## config.mk

```make
export PLATFORM = sky130hd
export DESIGN_NAME = circular_deque_flat
export DESIGN_NICKNAME = d
export VERILOG_FILES = /design/src/rtl/cdq_pkg.sv /design/src/rtl/cdq_req_if.sv /design/src/rtl/cdq_rsp_if.sv /design/src/rtl/cdq_ctrl.sv /design/src/rtl/cdq_dp.sv /design/src/rtl/circular_deque.sv /design/src/flat_wrapper.sv
export SDC_FILE = /design/constraint.sdc
export NUM_CORES = 1
export LEC_CHECK = 0
export BUFFER_PORTS_ARGS = -buffer_cell sky130_fd_sc_hd__clkbuf_2
export CAP_MARGIN = 20
export CORE_AREA = 4 4 274 276
export DETAILED_ROUTE_END_ITERATION = 7
export DIE_AREA = 0 0 278 280
export PLACE_DENSITY = 0.58
export SLEW_MARGIN = 20
export SYNTH_ARGS = -nofsm -noshare
export SYNTH_HDL_FRONTEND = slang
export SYNTH_SLANG_ARGS = --single-unit
```

## constraint.sdc

```tcl
create_clock -name clock -period 12.5 [get_ports clock]
set_clock_uncertainty 0.2 [all_clocks]
set_input_delay 2.5 -clock clock [delete_from_list [all_inputs] [get_ports clock]]
set_output_delay 2.5 -clock clock [all_outputs]
set_load 0.01 [all_outputs]
```

## src/rtl/cdq_pkg.sv

```systemverilog
// Shared constants, codes and types for the circular deque.
`timescale 1ns / 1ps
`default_nettype none
package cdq_pkg;

   localparam int DEPTH_DEFAULT = 16;
   localparam int DATA_W        = 32;
   localparam int CAP_W         = 5;
   localparam int MODE_W        = 3;
   localparam int CSR_ADDR_W    = 4;
   localparam int CSR_DATA_W    = 32;
   localparam int CSR_IDX_W     = CSR_ADDR_W - 2;

   localparam logic [CAP_W-1:0]  CAP_RESET   = CAP_W'(16);
   localparam logic [DATA_W-1:0] EMPTY_VALUE = {DATA_W{1'b1}};

   typedef enum logic [MODE_W-1:0] {
      MODE_NONE       = 3'd0,
      MODE_PUSH_FRONT = 3'd1,
      MODE_PUSH_BACK  = 3'd2,
      MODE_POP_FRONT  = 3'd3,
      MODE_POP_BACK   = 3'd4
   } mode_type;

   typedef enum logic [CSR_IDX_W-1:0] {
      REG_CAPACITY = 2'd0
   } reg_index_type;

   typedef struct packed {
      logic exec;
      logic rd_en;
   } cdq_cmd_type;

endpackage
`default_nettype wire

```

## src/rtl/cdq_req_if.sv

```systemverilog
// Request channel: operation and value, valid/ready handshake.
`timescale 1ns / 1ps
`default_nettype none
interface cdq_req_if;
   import cdq_pkg::*;

   logic                     valid;
   logic                     ready;
   logic [MODE_W-1:0]        mode;
   logic signed [DATA_W-1:0] data_in;

   modport source (output valid, output mode, output data_in, input ready);
   modport sink (input valid, input mode, input data_in, output ready);
endinterface
`default_nettype wire

```

## src/rtl/cdq_rsp_if.sv

```systemverilog
// Response channel: status word of the deque after each operation.
`timescale 1ns / 1ps
`default_nettype none
interface cdq_rsp_if;
   import cdq_pkg::*;

   logic                     valid;
   logic                     ready;
   logic                     success;
   logic signed [DATA_W-1:0] front_value;
   logic signed [DATA_W-1:0] rear_value;
   logic                     is_empty;
   logic                     is_full;
   logic [CAP_W-1:0]         item_count;

   modport source (output valid, output success, output front_value, output rear_value,
                   output is_empty, output is_full, output item_count, input ready);
   modport sink (input valid, input success, input front_value, input rear_value,
                 input is_empty, input is_full, input item_count, output ready);
endinterface
`default_nettype wire

```

## src/rtl/cdq_ctrl.sv

```systemverilog
// Sequencing state machine: accept, read ring slots, present response.
`timescale 1ns / 1ps
`default_nettype none
module cdq_ctrl (
   input  wire logic                 clock,
   input  wire logic                 reset,
   input  wire logic                 req_valid,
   output logic                      req_ready,
   output logic                      rsp_valid,
   input  wire logic                 rsp_ready,
   output cdq_pkg::cdq_cmd_type      cmd
);
   import cdq_pkg::*;

   typedef enum logic [2:0] {
      ST_IDLE = 3'b001,
      ST_READ = 3'b010,
      ST_RESP = 3'b100
   } state_type;

   state_type state_ff;
   state_type state_in;

   always_comb begin
      state_in  = state_ff;
      req_ready = 1'b0;
      rsp_valid = 1'b0;
      cmd       = '0;
      unique case (state_ff)
         ST_IDLE: begin
            req_ready = 1'b1;
            if (req_valid) begin
               cmd.exec = 1'b1;
               state_in = ST_READ;
            end
         end
         ST_READ: begin
            cmd.rd_en = 1'b1;
            state_in  = ST_RESP;
         end
         ST_RESP: begin
            rsp_valid = 1'b1;
            if (rsp_ready) begin
               state_in = ST_IDLE;
            end
         end
         default: begin
            state_in = ST_IDLE;
         end
      endcase
   end

   always_ff @(posedge clock) begin
      if (reset) begin
         state_ff <= ST_IDLE;
      end else begin
         state_ff <= state_in;
      end
   end
endmodule
`default_nettype wire

```

## src/rtl/cdq_dp.sv

```systemverilog
// Datapath: ring store, end pointers, count, capacity register, result words.
`timescale 1ns / 1ps
`default_nettype none
module cdq_dp #(
   parameter int DEPTH = cdq_pkg::DEPTH_DEFAULT
) (
   input  wire logic                          clock,
   input  wire logic                          reset,
   input  wire cdq_pkg::cdq_cmd_type          cmd,
   input  wire logic [cdq_pkg::MODE_W-1:0]    req_mode,
   input  wire logic [cdq_pkg::DATA_W-1:0]    req_data_in,
   input  wire logic                          cfg_wr,
   input  wire logic [cdq_pkg::CAP_W-1:0]     cfg_data,
   output logic [cdq_pkg::CAP_W-1:0]          cap_value,
   output logic                               rsp_success,
   output logic [cdq_pkg::DATA_W-1:0]         rsp_front_value,
   output logic [cdq_pkg::DATA_W-1:0]         rsp_rear_value,
   output logic                               rsp_is_empty,
   output logic                               rsp_is_full,
   output logic [cdq_pkg::CAP_W-1:0]          rsp_item_count
);
   import cdq_pkg::*;

   localparam int IDX_W = $clog2(DEPTH);

   logic [DATA_W-1:0] ring_mem [DEPTH];

   logic [CAP_W-1:0]  cap_ff, cap_in;
   logic [IDX_W-1:0]  front_ff, front_in;
   logic [IDX_W-1:0]  rear_ff, rear_in;
   logic [CAP_W-1:0]  count_ff, count_in;
   logic              success_ff, success_in;
   logic [DATA_W-1:0] front_q_ff;
   logic [DATA_W-1:0] rear_q_ff;

   logic [CAP_W-1:0]  cap_eff;
   logic              empty_now;
   logic              full_now;
   logic              wr_en;
   logic [IDX_W-1:0]  wr_addr;

   function automatic logic [IDX_W-1:0] step_up(input logic [IDX_W-1:0] i,
                                                input logic [CAP_W-1:0] c);
      logic [31:0] nxt;
      nxt = 32'(i) + 32'd1;
      return (nxt >= 32'(c)) ? '0 : IDX_W'(nxt);
   endfunction

   function automatic logic [IDX_W-1:0] step_down(input logic [IDX_W-1:0] i,
                                                  input logic [CAP_W-1:0] c);
      logic [CAP_W-1:0] top;
      top = c - CAP_W'(1);
      return (i == '0 || 32'(i) >= 32'(c)) ? IDX_W'(top) : i - IDX_W'(1);
   endfunction

   always_comb begin
      cap_eff = cap_ff;
      if (cap_ff == '0) begin
         cap_eff = CAP_W'(1);
      end else if (32'(cap_ff) > 32'(DEPTH)) begin
         cap_eff = CAP_W'(DEPTH);
      end
   end

   assign empty_now = (count_ff == '0);
   assign full_now  = (count_ff >= cap_eff);

   always_comb begin
      cap_in     = cap_ff;
      front_in   = front_ff;
      rear_in    = rear_ff;
      count_in   = count_ff;
      success_in = success_ff;
      wr_en      = 1'b0;
      wr_addr    = front_ff;
      if (cmd.exec) begin
         success_in = 1'b1;
         case (req_mode) inside
            MODE_NONE: begin
            end
            MODE_PUSH_FRONT, MODE_PUSH_BACK: begin
               if (full_now) begin
                  success_in = 1'b0;
               end else begin
                  count_in = count_ff + CAP_W'(1);
                  wr_en    = 1'b1;
                  if (empty_now) begin
                     front_in = '0;
                     rear_in  = '0;
                     wr_addr  = '0;
                  end else if (req_mode == MODE_PUSH_FRONT) begin
                     front_in = step_down(front_ff, cap_eff);
                     wr_addr  = front_in;
                  end else begin
                     rear_in = step_up(rear_ff, cap_eff);
                     wr_addr = rear_in;
                  end
               end
            end
            MODE_POP_FRONT: begin
               if (empty_now) begin
                  success_in = 1'b0;
               end else begin
                  front_in = step_up(front_ff, cap_eff);
                  count_in = count_ff - CAP_W'(1);
               end
            end
            MODE_POP_BACK: begin
               if (empty_now) begin
                  success_in = 1'b0;
               end else begin
                  rear_in  = step_down(rear_ff, cap_eff);
                  count_in = count_ff - CAP_W'(1);
               end
            end
            default: begin
               success_in = 1'b0;
            end
         endcase
      end
      if (cfg_wr) begin
         cap_in   = cfg_data;
         front_in = '0;
         rear_in  = '0;
         count_in = '0;
      end
   end

   always_ff @(posedge clock) begin
      if (reset) begin
         cap_ff     <= CAP_RESET;
         front_ff   <= '0;
         rear_ff    <= '0;
         count_ff   <= '0;
         success_ff <= 1'b0;
      end else begin
         cap_ff     <= cap_in;
         front_ff   <= front_in;
         rear_ff    <= rear_in;
         count_ff   <= count_in;
         success_ff <= success_in;
      end
   end

   always_ff @(posedge clock) begin
      if (wr_en) begin
         ring_mem[wr_addr] <= req_data_in;
      end
   end

   always_ff @(posedge clock) begin
      if (cmd.rd_en) begin
         front_q_ff <= ring_mem[front_ff];
         rear_q_ff  <= ring_mem[rear_ff];
      end
   end

   assign cap_value       = cap_ff;
   assign rsp_success     = success_ff;
   assign rsp_is_empty    = empty_now;
   assign rsp_is_full     = full_now;
   assign rsp_item_count  = count_ff;
   assign rsp_front_value = empty_now ? EMPTY_VALUE : front_q_ff;
   assign rsp_rear_value  = empty_now ? EMPTY_VALUE : rear_q_ff;
endmodule
`default_nettype wire

```

## src/rtl/circular_deque.sv

```systemverilog
// Top level of the circular deque: channels, register port, controller and datapath.
`timescale 1ns / 1ps
`default_nettype none
// Double-ended queue in a ring of DEPTH 32-bit words. Each request word carries
// an operation (none, push front, push back, pop front, pop back) and a value;
// each produces one response word with the success flag, front and rear values
// (-1 when empty), empty and full flags and the count. A request is accepted,
// the ring store is read at both ends in the next cycle, and the response is
// shown in the cycle after that. No new request is accepted until the response
// has been taken. Register 0 (capacity, byte address 0) sets the ring slots in
// use; writing it empties the deque. Capacity 0 acts as 1 and values above
// DEPTH act as DEPTH.
module circular_deque #(
   parameter int DEPTH = cdq_pkg::DEPTH_DEFAULT
) (
   input  wire logic                              clock,
   input  wire logic                              reset,
   cdq_req_if.sink                                req_bus,
   cdq_rsp_if.source                              rsp_bus,
   input  wire logic                              csr_psel,
   input  wire logic                              csr_penable,
   input  wire logic                              csr_pwrite,
   input  wire logic [cdq_pkg::CSR_ADDR_W-1:0]    csr_paddr,
   input  wire logic [cdq_pkg::CSR_DATA_W-1:0]    csr_pwdata,
   output logic [cdq_pkg::CSR_DATA_W-1:0]         csr_prdata,
   output logic                                   csr_pready
);
   import cdq_pkg::*;

   cdq_cmd_type       cmd;
   logic              cfg_wr;
   logic [CAP_W-1:0]  cap_value;
   logic [CSR_IDX_W-1:0] reg_idx;

   assign csr_pready = 1'b1;
   assign reg_idx    = csr_paddr[CSR_ADDR_W-1:2];
   assign cfg_wr     = csr_psel && csr_penable && csr_pwrite && csr_pready
                       && (reg_idx == REG_CAPACITY);

   always_comb begin
      csr_prdata = '0;
      unique case (reg_idx)
         REG_CAPACITY: csr_prdata = CSR_DATA_W'(cap_value);
         default:      csr_prdata = '0;
      endcase
   end

   cdq_ctrl u_ctrl (
      .clock     (clock),
      .reset     (reset),
      .req_valid (req_bus.valid),
      .req_ready (req_bus.ready),
      .rsp_valid (rsp_bus.valid),
      .rsp_ready (rsp_bus.ready),
      .cmd       (cmd)
   );

   cdq_dp #(
      .DEPTH (DEPTH)
   ) u_dp (
      .clock           (clock),
      .reset           (reset),
      .cmd             (cmd),
      .req_mode        (req_bus.mode),
      .req_data_in     (req_bus.data_in),
      .cfg_wr          (cfg_wr),
      .cfg_data        (csr_pwdata[CAP_W-1:0]),
      .cap_value       (cap_value),
      .rsp_success     (rsp_bus.success),
      .rsp_front_value (rsp_bus.front_value),
      .rsp_rear_value  (rsp_bus.rear_value),
      .rsp_is_empty    (rsp_bus.is_empty),
      .rsp_is_full     (rsp_bus.is_full),
      .rsp_item_count  (rsp_bus.item_count)
   );
endmodule
`default_nettype wire
```

## src/flat_wrapper.sv

```systemverilog
// flat-port wrapper written by rule: the top's interface ports become plain ports
module circular_deque_flat import cdq_pkg::*;
#(
   parameter int DEPTH = cdq_pkg::DEPTH_DEFAULT
)
  (clock, reset, csr_psel, csr_penable, csr_pwrite, csr_paddr, csr_pwdata, csr_prdata, csr_pready, req_bus_valid, req_bus_mode, req_bus_data_in, req_bus_ready, rsp_bus_valid, rsp_bus_success, rsp_bus_front_value, rsp_bus_rear_value, rsp_bus_is_empty, rsp_bus_is_full, rsp_bus_item_count, rsp_bus_ready);
  cdq_req_if req_bus_i ();
  cdq_rsp_if rsp_bus_i ();
  input  wire logic clock;
  input  wire logic reset;
  input  wire logic csr_psel;
  input  wire logic csr_penable;
  input  wire logic csr_pwrite;
  input  wire logic [cdq_pkg::CSR_ADDR_W-1:0] csr_paddr;
  input  wire logic [cdq_pkg::CSR_DATA_W-1:0] csr_pwdata;
  output logic [cdq_pkg::CSR_DATA_W-1:0] csr_prdata;
  output logic csr_pready;
  input wire logic [$bits(req_bus_i.valid)-1:0] req_bus_valid;
  input wire logic [$bits(req_bus_i.mode)-1:0] req_bus_mode;
  input wire logic [$bits(req_bus_i.data_in)-1:0] req_bus_data_in;
  output wire logic [$bits(req_bus_i.ready)-1:0] req_bus_ready;
  output wire logic [$bits(rsp_bus_i.valid)-1:0] rsp_bus_valid;
  output wire logic [$bits(rsp_bus_i.success)-1:0] rsp_bus_success;
  output wire logic [$bits(rsp_bus_i.front_value)-1:0] rsp_bus_front_value;
  output wire logic [$bits(rsp_bus_i.rear_value)-1:0] rsp_bus_rear_value;
  output wire logic [$bits(rsp_bus_i.is_empty)-1:0] rsp_bus_is_empty;
  output wire logic [$bits(rsp_bus_i.is_full)-1:0] rsp_bus_is_full;
  output wire logic [$bits(rsp_bus_i.item_count)-1:0] rsp_bus_item_count;
  input wire logic [$bits(rsp_bus_i.ready)-1:0] rsp_bus_ready;
  assign req_bus_i.valid = req_bus_valid;
  assign req_bus_i.mode = req_bus_mode;
  assign req_bus_i.data_in = req_bus_data_in;
  assign req_bus_ready = req_bus_i.ready;
  assign rsp_bus_valid = rsp_bus_i.valid;
  assign rsp_bus_success = rsp_bus_i.success;
  assign rsp_bus_front_value = rsp_bus_i.front_value;
  assign rsp_bus_rear_value = rsp_bus_i.rear_value;
  assign rsp_bus_is_empty = rsp_bus_i.is_empty;
  assign rsp_bus_is_full = rsp_bus_i.is_full;
  assign rsp_bus_item_count = rsp_bus_i.item_count;
  assign rsp_bus_i.ready = rsp_bus_ready;
  circular_deque #(.DEPTH(DEPTH)) u_core (.clock(clock), .reset(reset), .req_bus(req_bus_i), .rsp_bus(rsp_bus_i), .csr_psel(csr_psel), .csr_penable(csr_penable), .csr_pwrite(csr_pwrite), .csr_paddr(csr_paddr), .csr_pwdata(csr_pwdata), .csr_prdata(csr_prdata), .csr_pready(csr_pready));
endmodule
```

==> results.toml, run 1 <==
[min_path]
hold_path.startpoint = "u_core.u_dp.rsp_item_count[0]$_SDFFE_PP0P_"
hold_end = "u_core.u_dp.rsp_item_count[0]$_SDFFE_PP0P_"
hold_depth = 2
hold_path.class = "register to register"

[cells_and_area]
mostFrequentLayoutCells = "576 x edfxtp_1, 320 x mux4_2, 127 x clkbuf_2"
design_area_sq_um = 32170
final_nets = 1656
area_delta_synth_final_pct = 14.46
layout-drive-gt1-share_pct = 39.69
final_common_cell = "edfxtp_1"

[power]
p_leak_nw = 10.05
p_seq_share_pct = 47.6
p_switching_mw = 1.073
p_int_mw = 3.647
swShare_pct = 22.73
clkPwrFrac_pct = 42.1
p_total_mw = 4.720
ir_drop_uv = 80.73
p_per_area_nw_per_um2 = 146.7
comb_power_share_pct = 10.3

[worst_setup_path]
cp.arrival_ns = 5.85
rr_worst_depth = 11
slowest_delay_ns = 0.87
path_cells = "clkbuf_2 -> nand2b_1 -> a2111oi_2 -> o21ai_0 -> nor2_1 -> o21ai_1 -> nor4_2 -> buf_4"
path_class = "primary input to register"
critical_path.max_fanout = 27
worstSetupStartpointType = "primary input"
critPathRequiredTime_ns = 12.52
critPathTopFamily = "simple AND/OR/NAND/NOR gates"
critical_path_buf_inv_count = 2
rrSetupSlack_ns = 6.87
r2r_start = "u_core.u_dp.rear_ff[1]$_SDFFE_PP0P_"
slowest_stage = "nor4_2"
r2r-end = "u_core.u_dp.ring_mem[6][15]$_DFFE_PP_"
worstSetupEndpointType = "register"

[clock_tree]
post-cts-setup-buffer-count = 0
cts_resized = 0
clock_latency_ns = 0.60
clockRootBuffer = "clkbuf_16"
clk_pin_slew_ns = 0.06
cts_hold_repair.buffers = 0
htree_levels = 3
cts_buffers = 66
cts_tree = "done"
cts_sinks = 598
clock_path_buffers = 3

[route]
drt-wirelength-per-cell_um = 27.54
antenna_left = 0
detail_route.first_pass.iterations = 5
via_per_inst = 5.793
wl_mm = 70.43
drc = 0
drt_iter0_drc = 1369
vias = 14810

[synth]
synth_async_sr_flop_share_pct = 0
synth-edff-count = 576
synth_adder_area_share_pct = 1.496
yosysWarnings = 0
syn_avg_cell_area_sq_um = 20.05
synth_top_family_by_area = "multiplexers"
ys_seq_elements = 598
yosysUniqueCellTypes = 70
synth-xor-area-share_pct = 0.3428
synth-main-ff-cell = "edfxtp_1"
syn-instance-count = 1402
synth_compound_area_share_pct = 2.399
syn-cell-area_sq_um = 28110
yosys.area_share.simple_pct = 4.020
yosys-mux-area-fraction_pct = 26.18
synth_seq_area_share_pct = 63.10

[die]
core-area_sq_um = 72590
initial_utilization_pct = 38.72
die_area_sq_um = 77840
die_w_um = 278
ios = 185
fp.dieH_um = 280
row_count = 99

[timing]
rsz0062_at_grt = "no"
tightest_slew_ns = 1.119
slew_viol_final = 0
setup_viol = 0
final.min_clock_period_ns = 5.830
max_freq_ghz = 0.1715
setup_tns_ns = 0
timing.final.ws_setup_ns = 6.670
timing_hold_violations_final = 0
relSlewSlack_pct = 25.41
finalCritPeriodShare_pct = 46.64

[placed_design]
placedInstanceArea_sq_um = 29890
port-buffer-count = 127
routabilityCongestion = 0.7804
dp_slack_ns = 6.020
hpwl_mm = 39.35

[global_route]
grt_max_degree = 105
antenna_found_initial = 3
grt_usage_pct = 18.13
grt_pass1_wl_mm = 104.0
overflow = 0
grt_pass1_vias = 15790

[outcome]
status = "finished clean"

[run]
cap_violations = 0
-- layer usage --
layer | routed length [um] | vias to the layer above | track usage [%]
li1 | - | 6230 | -
met4 | 1439 | 2 | 4.991
met1 | 28740 | 8003 | 23.78
met2 | 36510 | 470 | 31.68
met3 | 3724 | 107 | 2.904
met5 | 13 | - | 0
-- synth_stat cells (15+ instances only) --
master	number	area (sq um)
nand2_1	21	78.83
dfxtp_1	22	440.4
clkbuf_1	52	195.2
nand2b_1	71	444.2
buf_1	19	71.32
buf_4	29	217.7
mux4_2	320	7207
buf_2	21	105.1
ha_1	32	400.4
a21oi_1	18	90.09
o21ai_0	15	75.07
edfxtp_1	576	17300
nor2_1	28	105.1
-- how the worst max path moves through the flow --
| stage | to | cells after the start | start | slack, ns |
|---|---|---|---|---|
| 2_1_floorplan | u_core.u_dp.ring_mem[11][0]$_DFFE_PP_ | 7 | req_bus_mode[0] | 4.64 |
| 3_3_place_gp | u_core.u_dp.ring_mem[6][14]$_DFFE_PP_ | 8 | req_bus_mode[1] | 6.10 |
| 3_5_place_dp | u_core.u_dp.ring_mem[6][7]$_DFFE_PP_ | 8 | req_bus_mode[0] | 6.02 |
| 4_1_cts | rsp_bus_is_full | 7 | u_core.u_dp.cap_value[4]$_SDFFE_PP1P_ | 6.60 |
| 5_1_grt | rsp_bus_is_full | 7 | u_core.u_dp.cap_value[4]$_SDFFE_PP1P_ | 6.43 |
| 6_report | u_core.u_dp.ring_mem[6][15]$_DFFE_PP_ | 8 | req_bus_mode[0] | 6.67 |
-- state kept, by name, summed over array words and instances, names as in the netlist --
name,count
u_core.u_dp.rsp_success,1
u_core.u_dp.ring_mem,512
u_core.u_ctrl.state_ff,3
u_core.u_dp.rear_q_ff,32
u_core.u_dp.front_ff,4
u_core.u_dp.cap_value,5
u_core.u_dp.front_q_ff,32
u_core.u_dp.rear_ff,4
u_core.u_dp.rsp_item_count,5
-- power by group through the flow --
| stage | sequential [mW] | combinational, mW | clock, mW |
|---|---|---|---|
| floorplan | 2.27 | 0.347 | 0 |
| global placement | 2.29 | 0.485 | 0 |
| detailed placement | 2.29 | 0.488 | 0 |
| CTS | 2.25 | 0.490 | 2.04 |
| global route | 2.25 | 0.528 | 2.12 |
| finish | 2.25 | 0.486 | 1.99 |
-- stage by stage --
step	std cells	utilization [%]	hold WS, ns
2_1_floorplan	1428	-	0.2944
3_3_place_gp	2434	41.18	0.2942
5_1_grt	2554	44.31	0.3539
6_report	2557	44.32	0.3085
3_5_place_dp	2434	41.18	0.3053
4_1_cts	2552	44.25	0.3136
-- layout make-up --
| cell class | instances | area [sq um] |
|---|---|---|
| Fill cell | 6238 | 40420 |
| Clock buffer | 76 | 1728 |
| Clock inverter | 42 | 494.2 |
| Timing Repair Buffer | 172 | 1018 |
| Multi-Input combinational cell | 688 | 9897 |
| Tap cell | 959 | 1200 |
| Sequential cell | 598 | 17750 |
| Antenna cell | 3 | 7.507 |
| Inverter | 19 | 72.57 |
-- worst register-to-register path: stages, from the launching register on --
cell      delay [ns]
dfxtp_4         0.74
buf_4           0.73
nand3_1         0.20
xnor2_1         0.46
ha_1            0.29
nor3_1          0.06
o22ai_1         0.18
o41ai_2         0.18
nand4_1         0.17
o211ai_1        0.41
nor4_2          0.96
buf_4           0.67
-- cell families (layout without fill, tap and decap cells) --
family,count (synthesis),after routing
and+or+nand+nor,189,189
muxes,335,335
buffers and inverters,142,309
AOI/OAI and AO/OA,92,92
DFF,598,598
other,2,31
adders and majority gates,33,33
xor gates and xnor gates,11,11
(Power assumes the default switching activity.)
==> run 2, diff against run 1 <==
--- a/config.mk
+++ b/config.mk
@@ -5,11 +5,12 @@
 export SDC_FILE = /design/constraint.sdc
 export NUM_CORES = 1
 export LEC_CHECK = 0
+export ABC_AREA = 1
 export BUFFER_PORTS_ARGS = -buffer_cell sky130_fd_sc_hd__clkbuf_2
 export CAP_MARGIN = 20
-export CORE_AREA = 4 4 274 276
+export CORE_AREA = 4 4 280 282
 export DETAILED_ROUTE_END_ITERATION = 7
-export DIE_AREA = 0 0 278 280
+export DIE_AREA = 0 0 284 286
 export PLACE_DENSITY = 0.58
 export SLEW_MARGIN = 20
 export SYNTH_ARGS = -nofsm -noshare
==> constraint.sdc (replaced) <==
create_clock -name clock -period 5.97 [get_ports clock]
set_clock_uncertainty 0.2 [all_clocks]
set_input_delay 1.194 -clock clock [delete_from_list [all_inputs] [get_ports clock]]
set_output_delay 1.194 -clock clock [all_outputs]
set_load 0.01 [all_outputs]
==> results.toml, run 2 <==
[min_path]
hold_path.startpoint = "u_core.u_dp.cap_value[1]$_SDFFE_PP0P_"
hold_end = "u_core.u_dp.cap_value[1]$_SDFFE_PP0P_"
hold_depth = 2
hold_path.class = "register to register"

[synth]
synth-main-ff-cell = "edfxtp_1"
synth_common_cells = "651 x o21ai_0, 576 x edfxtp_1, 278 x nor2_1"
synth_top_family_by_area = "compound AO/OA/AOI/OAI gates"
synth_adder_area_share_pct = 1.429
syn-instance-count = 2964
yosys.area.top_type_share_pct = 58.78
synth-edff-count = 576
synth.area.top_cells = "edfxtp_1 59%, o21ai_0 11%, a21oi_1 4.7%, nor2_1 3.5%, o211ai_1 3.4%"
synth_async_sr_flop_share_pct = 0
yosysUniqueCellTypes = 41
ys_seq_elements = 598
yosys-mux-area-fraction_pct = 0
yosysWarnings = 0
synth.most_common_cell = "o21ai_0"
syn-cell-area_sq_um = 29430
synth_compound_area_share_pct = 20.48
yosys.area_share.simple_pct = 10.99
synth_seq_area_share_pct = 60.27
synth_top_area_cell = "edfxtp_1"
syn_avg_cell_area_sq_um = 9.929
synth-xor-area-share_pct = 0.3274

[cells_and_area]
top_regs = "u_core.u_dp.ring_mem: 512 flops, u_core.u_dp.front_q_ff: 32 flops, u_core.u_dp.rear_q_ff: 32 flops"
fin_cells = 4020
area_delta_synth_final_pct = 12.64
final_common_cell = "o21ai_0"
design_area_sq_um = 33150
mostFrequentLayoutCells = "651 x o21ai_0, 576 x edfxtp_1, 276 x a21oi_1"
layout-drive-gt1-share_pct = 12.34
largest-register = "u_core.u_dp.ring_mem"
final_nets = 3098
postLayoutCoreUtil_pct = 43.79
largest_register_ffs = 512
n_fill_cell = 6963

[clock_tree]
post-cts-setup-buffer-count = 0
cts_sinks = 598
cts_hold_repair.buffers = 0
clockRootBuffer = "clkbuf_16"
clock_latency_ns = 0.60
cts_tree = "done"
cts_buffers = 69
cts_resized = 0
htree_levels = 3
clock_path_buffers = 3
clk_pin_slew_ns = 0.06

[global_route]
grt_pass1_wl_mm = 134.1
grt_max_degree = 246
overflow = 0
grt_usage_pct = 21.29
antenna_found_initial = 2
grt_pass1_vias = 22830

[timing]
final.min_clock_period_ns = 4.621
slew_viol_final = 0
finalCritPeriodShare_pct = 77.41
setup_tns_ns = 0
relSlewSlack_pct = 18.58
setup_viol = 0
tightest_slew_ns = 1.221
rsz0062_at_grt = "no"
max_freq_ghz = 0.2164
timing.final.ws_setup_ns = 1.349
timing_hold_violations_final = 0

[outcome]
status = "finished clean"

[power]
swShare_pct = 26.63
comb_power_share_pct = 13.8
p_switching_mw = 2.707
p_int_mw = 7.456
clkPwrFrac_pct = 39.8
p_leak_nw = 11.43
p_per_area_nw_per_um2 = 306.6
p_seq_share_pct = 46.4
ir_drop_uv = 177.9

[route]
antenna_left = 0
drc = 0
wl_mm = 89.53
vias = 23250
detail_route.first_pass.iterations = 7
drt_iter0_drc = 2607
via_per_inst = 5.784
drt-wirelength-per-cell_um = 22.27

[die]
fp.dieH_um = 286
die_w_um = 284
row_count = 101
ios = 185
die_area_sq_um = 81220
initial_utilization_pct = 38.88
core-area_sq_um = 75700

[worst_setup_path]
rr_worst_depth = 15
r2r_start = "u_core.u_dp.rear_ff[0]$_SDFFE_PP0P_"
r2r-end = "u_core.u_dp.ring_mem[2][13]$_DFFE_PP_"
cp.arrival_ns = 4.69
critPathRequiredTime_ns = 6.04
worstSetupEndpointType = "register"
worstSetupStartpointType = "register"
critical_path.max_fanout = 48
path_class = "register to register"
rrSetupSlack_ns = 1.35

[placed_design]
dp_cells = 3894
dp_slack_ns = 1.376
placedInstanceArea_sq_um = 30990
routabilityCongestion = 0.8147
hpwl_mm = 48.55
port-buffer-count = 127

[run]
cap_violations = 0
[run 2: critical path, stage by stage (launching register included)]
cell and delay [ns]:
dfxtp_4 0.70, inv_4 0.37, ha_1 0.44, ha_1 0.33, nand2_1 0.08, nor2_1 0.06, nand2_1 0.07, inv_1 0.04
nor2_1 0.24, nand4_1 0.20, a21oi_2 0.22, nand2_1 0.09, o21ai_2 0.09, nand2_2 0.19, nor2_4 0.62, buf_12 0.34
[run 2: power groups by stage]
stage               sequential (mW)  combinational, mW  clock [mW]
detailed placement             4.80               1.40           0
finish                         4.72               1.40        4.04
global route                   4.72               1.56        4.30
CTS                            4.71               1.41        4.12
global placement               4.80               1.37           0
floorplan                      4.78              0.907           0
[run 2: kinds of logic after synthesis]
family | after synthesis
and+or+nand+nor | 746
buffers and inverters | 471
other | 2
DFF | 598
AOI/OAI and AO/OA | 1103
adders and majority gates | 33
xor gates and xnor gates | 11
[run 2: cell type report]
class	count	area (sq um)	area share, %
timing repair buffer	173	1151	3.473
sequential	598	17760	53.57
clock inverter	35	299.0	0.9022
clock buffer	89	1844	5.564
antenna	2	5.005	0.01510
multi-input combinational	1921	10020	30.24
inverter	224	844.6	2.548
tap	978	1224	3.692
[run 2: worst max-delay path by stage]
stage / startpoint / end / slack [ns] / cells past startpoint
6_report: u_core.u_dp.rear_ff[0]$_SDFFE_PP0P_ / u_core.u_dp.ring_mem[2][13]$_DFFE_PP_ / 1.35 / 15
5_1_grt: u_core.u_dp.rear_ff[0]$_SDFFE_PP0P_ / u_core.u_dp.ring_mem[5][26]$_DFFE_PP_ / 1.08 / 15
4_1_cts: u_core.u_dp.rear_ff[0]$_SDFFE_PP0P_ / u_core.u_dp.ring_mem[5][0]$_DFFE_PP_ / 1.38 / 15
3_5_place_dp: u_core.u_dp.rear_ff[0]$_SDFFE_PP0P_ / u_core.u_dp.ring_mem[5][27]$_DFFE_PP_ / 1.38 / 15
3_3_place_gp: u_core.u_dp.rear_ff[0]$_SDFFE_PP0P_ / u_core.u_dp.ring_mem[13][7]$_DFFE_PP_ / 1.43 / 15
2_1_floorplan: u_core.u_ctrl.state_ff[1]$_SDFFE_PP0P_ / u_core.u_ctrl.state_ff[0]$_SDFFE_PP1P_ / 0.22 / 5
[run 2: layer usage]
layer  global-route usage, %  routed length, um  up-vias
met1                   27.55              36910    11310
met5                       0                  0        -
li1                        -                  -    10620
met2                   35.66              42100     1103
met4                   9.732               3653        0
met3                   3.020               6867      222
[run 2: per-stage QoR]
step,hold slack (ns),power [mW]
after floorplan,0.2564,5.683
after global placement,0.2809,6.172
after detailed placement,0.2976,6.207
after CTS,0.3068,10.25
after global routing,0.3274,10.58
final,0.3115,10.16
